$ cat src/tcw_pkg.sv
// shared constants, types and helpers for the text console writer
// no dependencies; imported by tcw_ram users, tcw_put_step and text_console_writer
package tcw_pkg;

    localparam int COLUMNS = 80;
    localparam int ROWS    = 25;
    localparam int CELLS   = COLUMNS * ROWS;
    localparam int ADDR_W  = $clog2(CELLS);
    localparam int CELL_W  = 16;

    // command codes
    localparam logic [1:0] CMD_PUT   = 2'd0;
    localparam logic [1:0] CMD_CLEAR = 2'd1;
    localparam logic [1:0] CMD_SET   = 2'd2;
    localparam logic [1:0] CMD_READ  = 2'd3;

    // special characters
    localparam logic [7:0] CH_BACKSPACE = 8'd8;
    localparam logic [7:0] CH_TAB       = 8'd9;
    localparam logic [7:0] CH_NEWLINE   = 8'd10;
    localparam logic [7:0] CH_RETURN    = 8'd13;
    localparam logic [7:0] CH_SPACE     = 8'h20;

    localparam logic [7:0]        RESET_COLOR = 8'h07;
    localparam logic [CELL_W-1:0] RESET_CELL  = {RESET_COLOR, CH_SPACE};

    // result of one put-character step
    typedef struct packed {
        logic              we;
        logic [ADDR_W-1:0] addr;
        logic [CELL_W-1:0] data;
        logic [6:0]        col;
        logic [4:0]        row;
        logic              scroll;
    } t_put_step;

    // linear cell address of a cursor position
    function automatic logic [ADDR_W-1:0] tcw_lin(input logic [4:0] row,
                                                  input logic [6:0] col);
        return ADDR_W'(row) * ADDR_W'(COLUMNS) + ADDR_W'(col);
    endfunction

endpackage

$ cat src/tcw_put_step.sv
// cursor update and cell write for one put-character command
// depends on tcw_pkg
module tcw_put_step
    import tcw_pkg::*;
(
    input  logic [6:0] i_col,
    input  logic [4:0] i_row,
    input  logic [7:0] i_char,
    input  logic [7:0] i_color,
    output t_put_step  o_step
);

    logic [ADDR_W-1:0] here;
    logic [6:0]        col_n;
    logic [4:0]        row_n;

    always_comb begin
        here          = tcw_lin(i_row, i_col);
        col_n         = i_col;
        row_n         = i_row;
        o_step.we     = 1'b0;
        o_step.addr   = here;
        o_step.data   = {i_color, i_char};
        o_step.scroll = 1'b0;
        case (i_char)
            CH_NEWLINE: begin
                col_n = '0;
                row_n = i_row + 5'd1;
            end
            CH_RETURN: begin
                col_n = '0;
            end
            CH_TAB: begin
                col_n = (i_col + 7'd4) & ~7'd3;
            end
            CH_BACKSPACE: begin
                if (i_col != '0) begin
                    col_n       = i_col - 7'd1;
                    o_step.we   = 1'b1;
                    o_step.addr = here - ADDR_W'(1);
                    o_step.data = {i_color, CH_SPACE};
                end
            end
            default: begin
                o_step.we = 1'b1;
                col_n     = i_col + 7'd1;
            end
        endcase
        // wrap at the right edge
        if (col_n >= 7'(COLUMNS)) begin
            col_n = '0;
            row_n = row_n + 5'd1;
        end
        // past the bottom row: scroll
        if (row_n >= 5'(ROWS)) begin
            row_n         = 5'(ROWS - 1);
            o_step.scroll = 1'b1;
        end
        o_step.col = col_n;
        o_step.row = row_n;
    end

endmodule

$ cat config.mk
export PLATFORM = sky130hd
export DESIGN_NAME = tcw_put_step
export DESIGN_NICKNAME = d
export VERILOG_FILES = /design/src/tcw_pkg.sv /design/src/tcw_put_step.sv
export SDC_FILE = /design/constraint.sdc
export NUM_CORES = 1
export LEC_CHECK = 0
export ABC_CLOCK_PERIOD_IN_PS = 2900
export BUFFER_PORTS_ARGS = -buffer_cell sky130_fd_sc_hd__buf_2
export CORE_AREA = 2 2 67 69
export DETAILED_ROUTE_END_ITERATION = 16
export DIE_AREA = 0 0 69 71
export PLACE_DENSITY = 0.68
export SKIP_LAST_GASP = 1
export SLEW_MARGIN = 0
export SYNTH_ARGS = -nofsm -noshare
export SYNTH_HDL_FRONTEND = slang
export SYNTH_SLANG_ARGS = --single-unit
$ cat constraint.sdc
create_clock -name vclk -period 2.9
set_input_delay 0 -clock vclk [all_inputs]
set_output_delay 0 -clock vclk [all_outputs]
set_load 0.005 [all_outputs]
# After elaboration in Yosys (flattened, before gate mapping)
# Index checks and enable logic that the tools add are counted.
[classes]
multipliers = 1
addsub = 7
n_mux = 10
n_shift = 0
n_div = 0
eq_ne = 4
magnitude_cmp = 2
reduce_logical = 3
bitwise_logic = 0
[op_table]
columns = ["op", "count"]
rows = [
  ["$eq 8x4->1 const B", 4],
  ["$mux 28", 1],
  ["$mux 27", 1],
  ["$pmux 7 s3", 1],
  ["$mux 5", 3],
  ["$mux 7", 2],
  ["$add 11x7->11", 1],
  ["$sub 11x1->11 const B", 1],
  ["$add 5x1->5 const B", 2],
  ["$add 7x1->7 const B", 1],
  ["$add 7x3->7 const B", 1],
  ["$ge 7x7->1 const B", 1],
  ["$mul 5x3->7 const B", 1],
  ["$reduce_bool 7->1", 1],
  ["$sub 7x1->7 const B", 1],
  ["$ge 5x5->1 const B", 1],
  ["$reduce_or 3->1", 1],
  ["$pmux 1 s2", 1],
  ["$reduce_or 2->1", 1],
  ["$mux 1", 1],
]
[word_totals]
memories = 0
latchBits = 0
mem_bits_ro = 0
ramBits = 0
reg_bits = 0
output_inout_bits = 41

# Logic depth before layout (Yosys ltp)
# Gate-level depths: netlist (run 1).
[logic_depth]
ltp_word = 7
ltp_mapped = 13
depth_no_buf = 11

# Worst setup path before layout (run 1)
# No wires, ideal clock.
[synth_timing]
path_kind = "in2out"
startpoint = "input i_char[0]"
endpoint = "output o_step[1] in the netlist's numbering"
t_required_ns = 2.900
t_arrival_ns = 2.290
setup_slack_ns = 0.610
stages = 13
path_buffers = 2
cell_sequence = "buf_6 -> nor3b_1 -> and3_1 -> clkbuf_1 -> xnor2_1 -> inv_1 -> ha_1 -> xnor2_1 -> and2_1 -> a21oi_1 -> o21ai_2 -> o31a_2 -> mux2_2"
[synth_lines]
columns = ["element", "line_no", "text"]
rows = [
  ["from (decl)", "tcw_put_step.sv:8", "input logic [7:0] i_char,"],
  ["to (decl)", "tcw_put_step.sv:10", "output t_put_step o_step"],
]

==> results of run 1 <==
[layout by cell type, fill, tap and decap left out, types with 2 or more instances in the layout]
cell type and instances:
inv_1 8, nor2b_1 2, a21o_1 2, o21ai_0 4, a21oi_1 13, and3_2 3
o31a_2 3, fa_1 2, nor3_1 4, mux2_2 4, or4_4 2, and2_1 3
nor3b_1 2, nor2_1 16, nor4_1 5, o22ai_1 2, ha_1 17, nand3_1 11
nand3b_1 2, buf_2 53, nand2_1 11, nand4_1 2, o211ai_1 2, xor2_1 16
and3_1 4, xnor2_1 18, nand2b_1 3
[power breakdown]
group / internal [mW] / switching, mW / total, mW
Combinational: 0.142 / 0.160 / 0.303
Sequential: 0 / 0 / 0
Clock: 0 / 0 / 0
Total: 0.142 / 0.160 / 0.303
[area by class of cell]
cell class	count	area, sq um	area share
multi-input combinational	183	1464	0.7992
timing repair buffer	54	272.8	0.1489
tap	52	65.06	0.03552
inverter	8	30.03	0.01639
[routing by layer]
layer	up-vias	wire length [um]	track usage
li1	825	-	-
met1	778	1735	0.2038
met2	41	2028	0.2906
met3	4	165	0.005698
met4	0	38	0.01743
met5	-	0	0
[path summary, 6_finish.rpt]
path,endpoint,start,depth (start not counted),slack (ns)
max,o_step[1],i_char[5],13,0.28
min,o_step[22],i_color[1],0,0.000002
[critical path: cells and delay by family]
kind | cells | cell delay, ns
multiplexers | 1 | 0.26
AO/OA/AOI/OAI | 3 | 0.55
AND/OR/NAND/NOR | 3 | 0.88
buffers and inverters | 3 | 0.32
adder cells (fa/ha/maj) | 1 | 0.23
XOR/XNOR | 2 | 0.36
[cells by family (layout without fill, tap and decap cells)]
group | count (synthesis) | count (layout) | share of synthesized area
XOR/XNOR | 35 | 35 | 0.1968
buffers and inverters | 32 | 62 | 0.1041
multiplexers | 5 | 5 | 0.03369
adder cells (fa/ha/maj) | 19 | 19 | 0.1547
AND/OR/NAND/NOR | 80 | 80 | 0.2933
AO/OA/AOI/OAI | 44 | 44 | 0.2175
[metrics by stage]
| stage | std cells | instance area [sq um] | util |
|---|---|---|---|
| final | 297 | 1832 | 0.4357 |
| after floorplan | 215 | 1634 | - |
| after detailed placement | 297 | 1832 | 0.4357 |
| after CTS | 297 | 1832 | 0.4357 |
| after global placement | 297 | 1832 | 0.4357 |
| after global routing | 297 | 1832 | 0.4357 |
==> flow_summary.json, run 1 <==
{
  "outcome": "finished clean",
  "ir_worst_vdd_v": 0.00006018,
  "cp_max_fo": 6,
  "grt_pass1_wl_mm": 6.686,
  "hpwl_mm": 3.267,
  "cp.arrival_ns": 2.62,
  "seq_cells": 0,
  "fin_crit_sh": 0.9045,
  "fin_nets": 294,
  "routed_wl_mm": 3.967,
  "core_area_sq_mm": 0.004204,
  "grt_pass1_vias": 1514,
  "ctsHoldBuffers": 0,
  "syn_area_per_cell_sq_um": 7.600,
  "dieArea_sq_mm": 0.004899,
  "final.min_clock_period_ns": 2.623,
  "diodes": 0,
  "p_leak_nw": 0.7973,
  "setup_viol": 0,
  "die_y_um": 71,
  "hold_slack_ns": 0.000001969,
  "overflow": 0,
  "grt_usage": 0.1551,
  "crit_slowest_cell": "nor4_4",
  "synth.top_cell.area_share": 0.1302,
  "drt_iter0_drc": 90,
  "hp-class": "primary input to primary output",
  "final_hold_viol_count": 0,
  "syn_nets": 262,
  "synth.most_common_cell": "xnor2_1",
  "cellPowerDensity_mw_per_mm2": 165.2,
  "power_mw": 0.3026,
  "grt_max_degree": 13,
  "vias_per_cell": 5.549,
  "cts_setup_buffers": 0,
  "portBuffers": 53,
  "drive_gt1_frac": 0.3306,
  "crit_type": "primary input to primary output",
  "critPathLaunchType": "primary input",
  "io_pins": 69,
  "ant_nets": 0,
  "tns_ns": 0,
  "routedWlPerCell_um": 13.36,
  "cts.repair.resized": 0,
  "synth.area.top_cells": "ha_1 13%, xnor2_1 9.6%, xor2_1 8.6%",
  "regArea_sq_um": 0,
  "drt_pass1_iterations": 5,
  "pre_cts_slack_ns": 0.3016,
  "rows": 24,
  "vias": 1648,
  "fp.dieW_um": 69,
  "relSlewSlack": 0.6112,
  "critPathRequiredTime_ns": 2.90,
  "critPathCaptureType": "primary output",
  "max_freq_mhz": 381.2,
  "start_util": 0.3887,
  "worst_slew_pin_slew_ns": 0.5772,
  "syn_to_final_growth_pct": 12.10,
  "antenna_found_initial": 0,
  "syn_area_sq_mm": 0.001634,
  "fill_cells": 456,
  "synth_top_cell_by_area": "ha_1",
  "synth_commonest_cells": "18 x xnor2_1, 17 x ha_1, 16 x nor2_1, 16 x xor2_1, 13 x a21oi_1",
  "synth_cell_type_count": 60,
  "final-max-slew-violation-count": 0,
  "critical_path.max_stage_delay_ns": 0.38,
  "place.gp.congestion": 0.8787,
  "nClkBuffers": 0,
  "yosysWarningCount": 0,
  "critical_path.cell_chain": "buf_2 > nor4_4 > and3_1 > xnor2_1 > inv_1 > ha_1 > xnor2_1 > and2_1 > a21oi_1 > o21ai_2 > o31a_2 > mux2_2 > buf_2",
  "route.detailed.drc": 0,
  "maxCapViolations": 0,
  "rsz0062_at_grt": "no",
  "seq_area_frac_synth": 0,
  "syn_inst": 215,
  "setup_slack_ns": 0.2769
}
(Power assumes the default switching activity.)
==> run 2, diff against run 1 <==
Settings changed: ABC_CLOCK_PERIOD_IN_PS 2900 to 2200, CORE_AREA 2 2 67 69 to 2 2 72 74, DIE_AREA 0 0 69 71 to 0 0 74 76, PLACE_DENSITY 0.68 to not set, RECOVER_POWER set to 25.
Clock period 2.9 ns to 2.2 ns, I/O delays scaled along.
==> run 2 against run 1 <==
  * The run now ends with setup timing left
  * Core utilization grew 2.9 points
  * Largest cell class unchanged
  * Critical endpoint is now o_step[2]
  * Critical path type unchanged
  * Total power is 58% higher
  * First-iteration DRC count shrank 32%
==> flow_summary.json, run 2 (synthesis results as in run 1) <==
{
  "dieArea_sq_mm": 0.005624,
  "cp.arrival_ns": 2.21,
  "grt_use_met2": 0.2857,
  "fp.dieW_um": 74,
  "nClkBuffers": 0,
  "violations": "setup timing",
  "antenna_found_initial": 0,
  "layout_common_cells": "50 x buf_2, 40 x buf_4",
  "ant_nets": 0,
  "critPathLaunch": "i_char[6]",
  "critPathCaptureType": "primary output",
  "drt_iter0_drc": 61,
  "die_y_um": 76,
  "critPathRequiredTime_ns": 2.20,
  "vias_per_cell": 5.039,
  "io_pins": 69,
  "final-max-slew-violation-count": 0,
  "routed_wl_mm": 4.646,
  "overflow": 0,
  "grt.busiest_layer": "met2",
  "diodes": 0,
  "final_hold_viol_count": 0,
  "relSlewSlack": 0.7315,
  "power_mw": 0.4779,
  "hpwl_mm": 3.774,
  "seq_cells": 0,
  "worst_slew_pin_slew_ns": 0.3975,
  "outcome": "complete, but fails checks",
  "crit_type": "primary input to primary output",
  "cp_max_fo": 4,
  "core_area_sq_mm": 0.004912,
  "grt_pass1_vias": 1702,
  "rows": 26,
  "cellPowerDensity_mw_per_mm2": 209.5,
  "hp-class": "primary input to primary output",
  "hold_slack_ns": 0.000001694,
  "final.min_clock_period_ns": 2.209,
  "grt_pass1_wl_mm": 7.596,
  "syn_to_final_growth_pct": 39.59,
  "grt_usage": 0.1580,
  "vias": 1789,
  "dp.cells": 350,
  "p_leak_nw": 1.030,
  "maxCapViolations": 0,
  "min_from": "i_color[4]",
  "routedWlPerCell_um": 13.09,
  "portBuffers": 53,
  "place.gp.congestion": 0.8724,
  "grt_max_degree": 12,
  "fin_nets": 334,
  "grtUsageMet3": 0.007937,
  "ir_worst_vdd_v": 0.00009248,
  "met1_usage": 0.2047,
  "final_common_cell": "buf_2",
  "final_cells": 355,
  "critPathLaunchType": "primary input",
  "setup_viol": 2,
  "whs_endpoint": "o_step[25]",
  "worstHoldPathCells": 0,
  "regArea_sq_um": 0,
  "drive_gt1_frac": 0.4772,
  "setup_slack_ns": -0.008820,
  "fin_crit_sh": 1.004,
  "rsz0062_at_grt": "yes",
  "max_freq_mhz": 452.7,
  "drt_pass1_iterations": 5,
  "start_util": 0.3327,
  "route.detailed.drc": 0
}
## run 2: cell types whose count changed in the layout (fill, tap and decap cells not counted), sizes merged
cell / delta
buf: +40
## run 2: repair_timing
| item | in CTS | in global routing |
|---|---|---|
| pin swaps | 6 | 5 |
| hold endpoints to repair | 0 | 0 |
| buffers inserted | 2 | 3 |
| resized for setup | 10 | 15 |
| endpoints found under the setup margin | 3 | 6 |
| hold buffers | 0 | 0 |
## run 2: layout make-up
cell class / instances / area (sq um)
Inverter: 8 / 30.03
Timing Repair Buffer: 94 / 599.3
Tap cell: 70 / 87.58
Multi-Input combinational cell: 183 / 1564
Fill cell: 488 / 2631
## run 2: power breakdown
| group | switching [mW] | internal, mW | total [mW] |
|---|---|---|---|
| Combinational | 0.233 | 0.245 | 0.478 |
| Clock | 0 | 0 | 0 |
| Sequential | 0 | 0 | 0 |
## run 2: worst max-delay path, cell delays in order
cell and delay, ns:
buf_8 0.10, buf_4 0.13, or4bb_1 0.52, nor4_2 0.32, buf_4 0.17, xnor2_1 0.14
o21ai_2 0.12, o31a_2 0.33, mux2_4 0.26, buf_6 0.11
## run 2: routing by layer
| metal | wire length, um | vias to the layer above | share of wire |
|---|---|---|---|
| li1 | - | 912 | - |
| met1 | 1951 | 807 | 0.42 |
| met2 | 2371 | 58 | 0.51 |
| met3 | 209 | 12 | 0.045 |
| met4 | 114 | 0 | 0.025 |
| met5 | 0 | - | 0 |
## run 2: worst max path at each step
| stage | endpoint | slack (ns) | cells past startpoint |
|---|---|---|---|
| global route | o_step[2] | -0.13 | 14 |
| CTS | o_step[0] | -0.01 | 14 |
| floorplan | o_step[1] | 0.03 | 12 |
| finish | o_step[2] | -0.009 | 10 |
| global placement | o_step[3] | -0.06 | 13 |
| detailed placement | o_step[1] | -0.08 | 13 |
## run 2: metrics by stage
step	util	area, sq um	setup WS (ns)	TNS (ns)
CTS	0.4463	2192	-0.01094	-0.01094
global placement	0.4325	2125	-0.06173	-0.1836
floorplan	-	1643	0.03407	0
finish	0.4643	2281	-0.008820	-0.01575
detailed placement	0.4325	2125	-0.07948	-0.2317
global route	0.4643	2281	-0.1348	-0.4622
==> run 3, diff against run 2 <==
Settings changed: CORE_AREA 2 2 72 74 to 2 2 80 67, DIE_AREA 0 0 74 76 to 0 0 82 69.
==> run 3 against run 2 <==
  * The flow still finishes with violations (setup timing)
  * Non-clock buffer count down 4
  * Fmax shrank 2.0%
  * Global-route usage up 0.75 points
  * Largest power group unchanged
  * Total power up 1.2%
  * Worst setup slack got worse by 0.046 ns
  * Critical path type unchanged
  * Cell area shrank 0.71%
  * Core utilization rose by 0.41 points
  * Clock-buffer cell count did not move
  * Final cell count down 3.4%
  * Sequential share of layout area unchanged
==> flow_summary.json, run 3 (synthesis results as in run 1) <==
{
  "outcome": "complete, but fails checks",
  "maxCapViolations": 0,
  "start_util": 0.3380,
  "final_hold_viol_count": 0,
  "critPathBufInv": 3,
  "hpwl_mm": 3.881,
  "drt_iter0_drc": 131,
  "overflow": 0,
  "final_common_cell": "buf_2",
  "die_y_um": 69,
  "switching_share": 0.4946,
  "fp.dieW_um": 82,
  "rows": 23,
  "grt_max_degree": 13,
  "p_leak_nw": 1.006,
  "cp_max_fo": 4,
  "antenna_found_initial": 0,
  "critPathCaptureType": "primary output",
  "ant_nets": 0,
  "ir_worst_vdd_v": 0.0001356,
  "dieArea_sq_mm": 0.005658,
  "grt_usage": 0.1656,
  "drt_pass1_iterations": 4,
  "final_cells": 343,
  "critPathTopFamily": "simple AND/OR/NAND/NOR gates",
  "p_switching_mw": 0.2392,
  "diodes": 0,
  "vias_per_cell": 5.140,
  "grt_pass1_wl_mm": 7.866,
  "hp-class": "primary input to primary output",
  "fin_nets": 330,
  "p_int_mw": 0.2444,
  "grt_pass1_vias": 1704,
  "dp.cells": 340,
  "p_seq_frac": 0,
  "regArea_sq_um": 0,
  "hold_slack_ns": 0.000001420,
  "portBuffers": 53,
  "max_freq_mhz": 443.5,
  "fin_crit_sh": 1.025,
  "cellPowerDensity_mw_per_mm2": 213.5,
  "critical_path.max_stage_delay_ns": 0.33,
  "worst_slew_pin_slew_ns": 0.3967,
  "relSlewSlack": 0.7356,
  "vias": 1763,
  "io_pins": 69,
  "ctsHoldBuffers": 0,
  "crit_slowest_cell": "o31a_2",
  "seq_cells": 0,
  "violations": "setup timing",
  "final-max-slew-violation-count": 0,
  "core_area_sq_mm": 0.004835,
  "drive_gt1_frac": 0.4698,
  "routed_wl_mm": 4.763,
  "critPathLaunchType": "primary input",
  "clkPwrFrac": 0,
  "syn_to_final_growth_pct": 38.59,
  "setup_slack_ns": -0.05469,
  "rsz0062_at_grt": "yes",
  "place.gp.congestion": 0.8068,
  "setup_viol": 4,
  "layout_common_cells": "50 x buf_2, 37 x buf_4",
  "route.detailed.drc": 0,
  "share_comb_of_total_power": 1.000,
  "routedWlPerCell_um": 13.89,
  "nClkBuffers": 0,
  "critical_path.cell_chain": "buf_6 > nor4_4 > and3_4 > xnor2_4 > inv_2 > ha_4 > xor3_1 > nor4_4 > a21oi_4 > o21ai_2 > o31a_2 > mux2_4 > buf_6",
  "crit_type": "primary input to primary output",
  "cp.arrival_ns": 2.25,
  "critPathRequiredTime_ns": 2.20,
  "fill_cells": 488,
  "final.min_clock_period_ns": 2.255
}
[run 3: layer usage]
layer	GRT usage	share of wire
met2	0.2565	0.42
met5	0	0
met4	0.003704	0
met1	0.2634	0.52
met3	0.007853	0.055
[run 3: final timing paths]
kind,start,endpoint,slack (ns),depth (start not counted)
worst max-delay path,i_char[4],o_step[1],-0.05,13
worst min-delay path,i_color[7],o_step[28],0.000001,0
[run 3: power by group through the flow]
stage               logic (mW)  registers (mW)  clock network (mW)
CTS                      0.480               0                   0
detailed placement       0.450               0                   0
global route             0.533               0                   0
floorplan                0.284               0                   0
finish                   0.484               0                   0
global placement         0.445               0                   0
[run 3: area by class of cell]
cell class / count / area [sq um] / share of cell area
well taps: 62 / 77.57 / 0.03425
repair buffers: 90 / 565.5 / 0.2497
inverters: 8 / 30.03 / 0.01326
multi-input cells: 183 / 1592 / 0.7028
[run 3: what timing repair did]
action | CTS | global route
pin swaps | 6 | 5
gates resized for setup | 21 | 5
setup buffers | 3 | 0
setup endpoints to repair | 4 | 5
[run 3: through the flow]
step                power (mW)  utilization  worst slack (ns)  area [sq um]   TNS, ns
global placement        0.4453       0.4343          -0.06030          2100   -0.1740
finish                  0.4836       0.4684          -0.05469          2265   -0.1111
CTS                     0.4798       0.4630          -0.04672          2238  -0.08241
global route            0.5327       0.4684           -0.1540          2265   -0.6052
detailed placement      0.4496       0.4343           -0.1363          2100   -0.4657
floorplan               0.2844            -           0.03407          1643         0
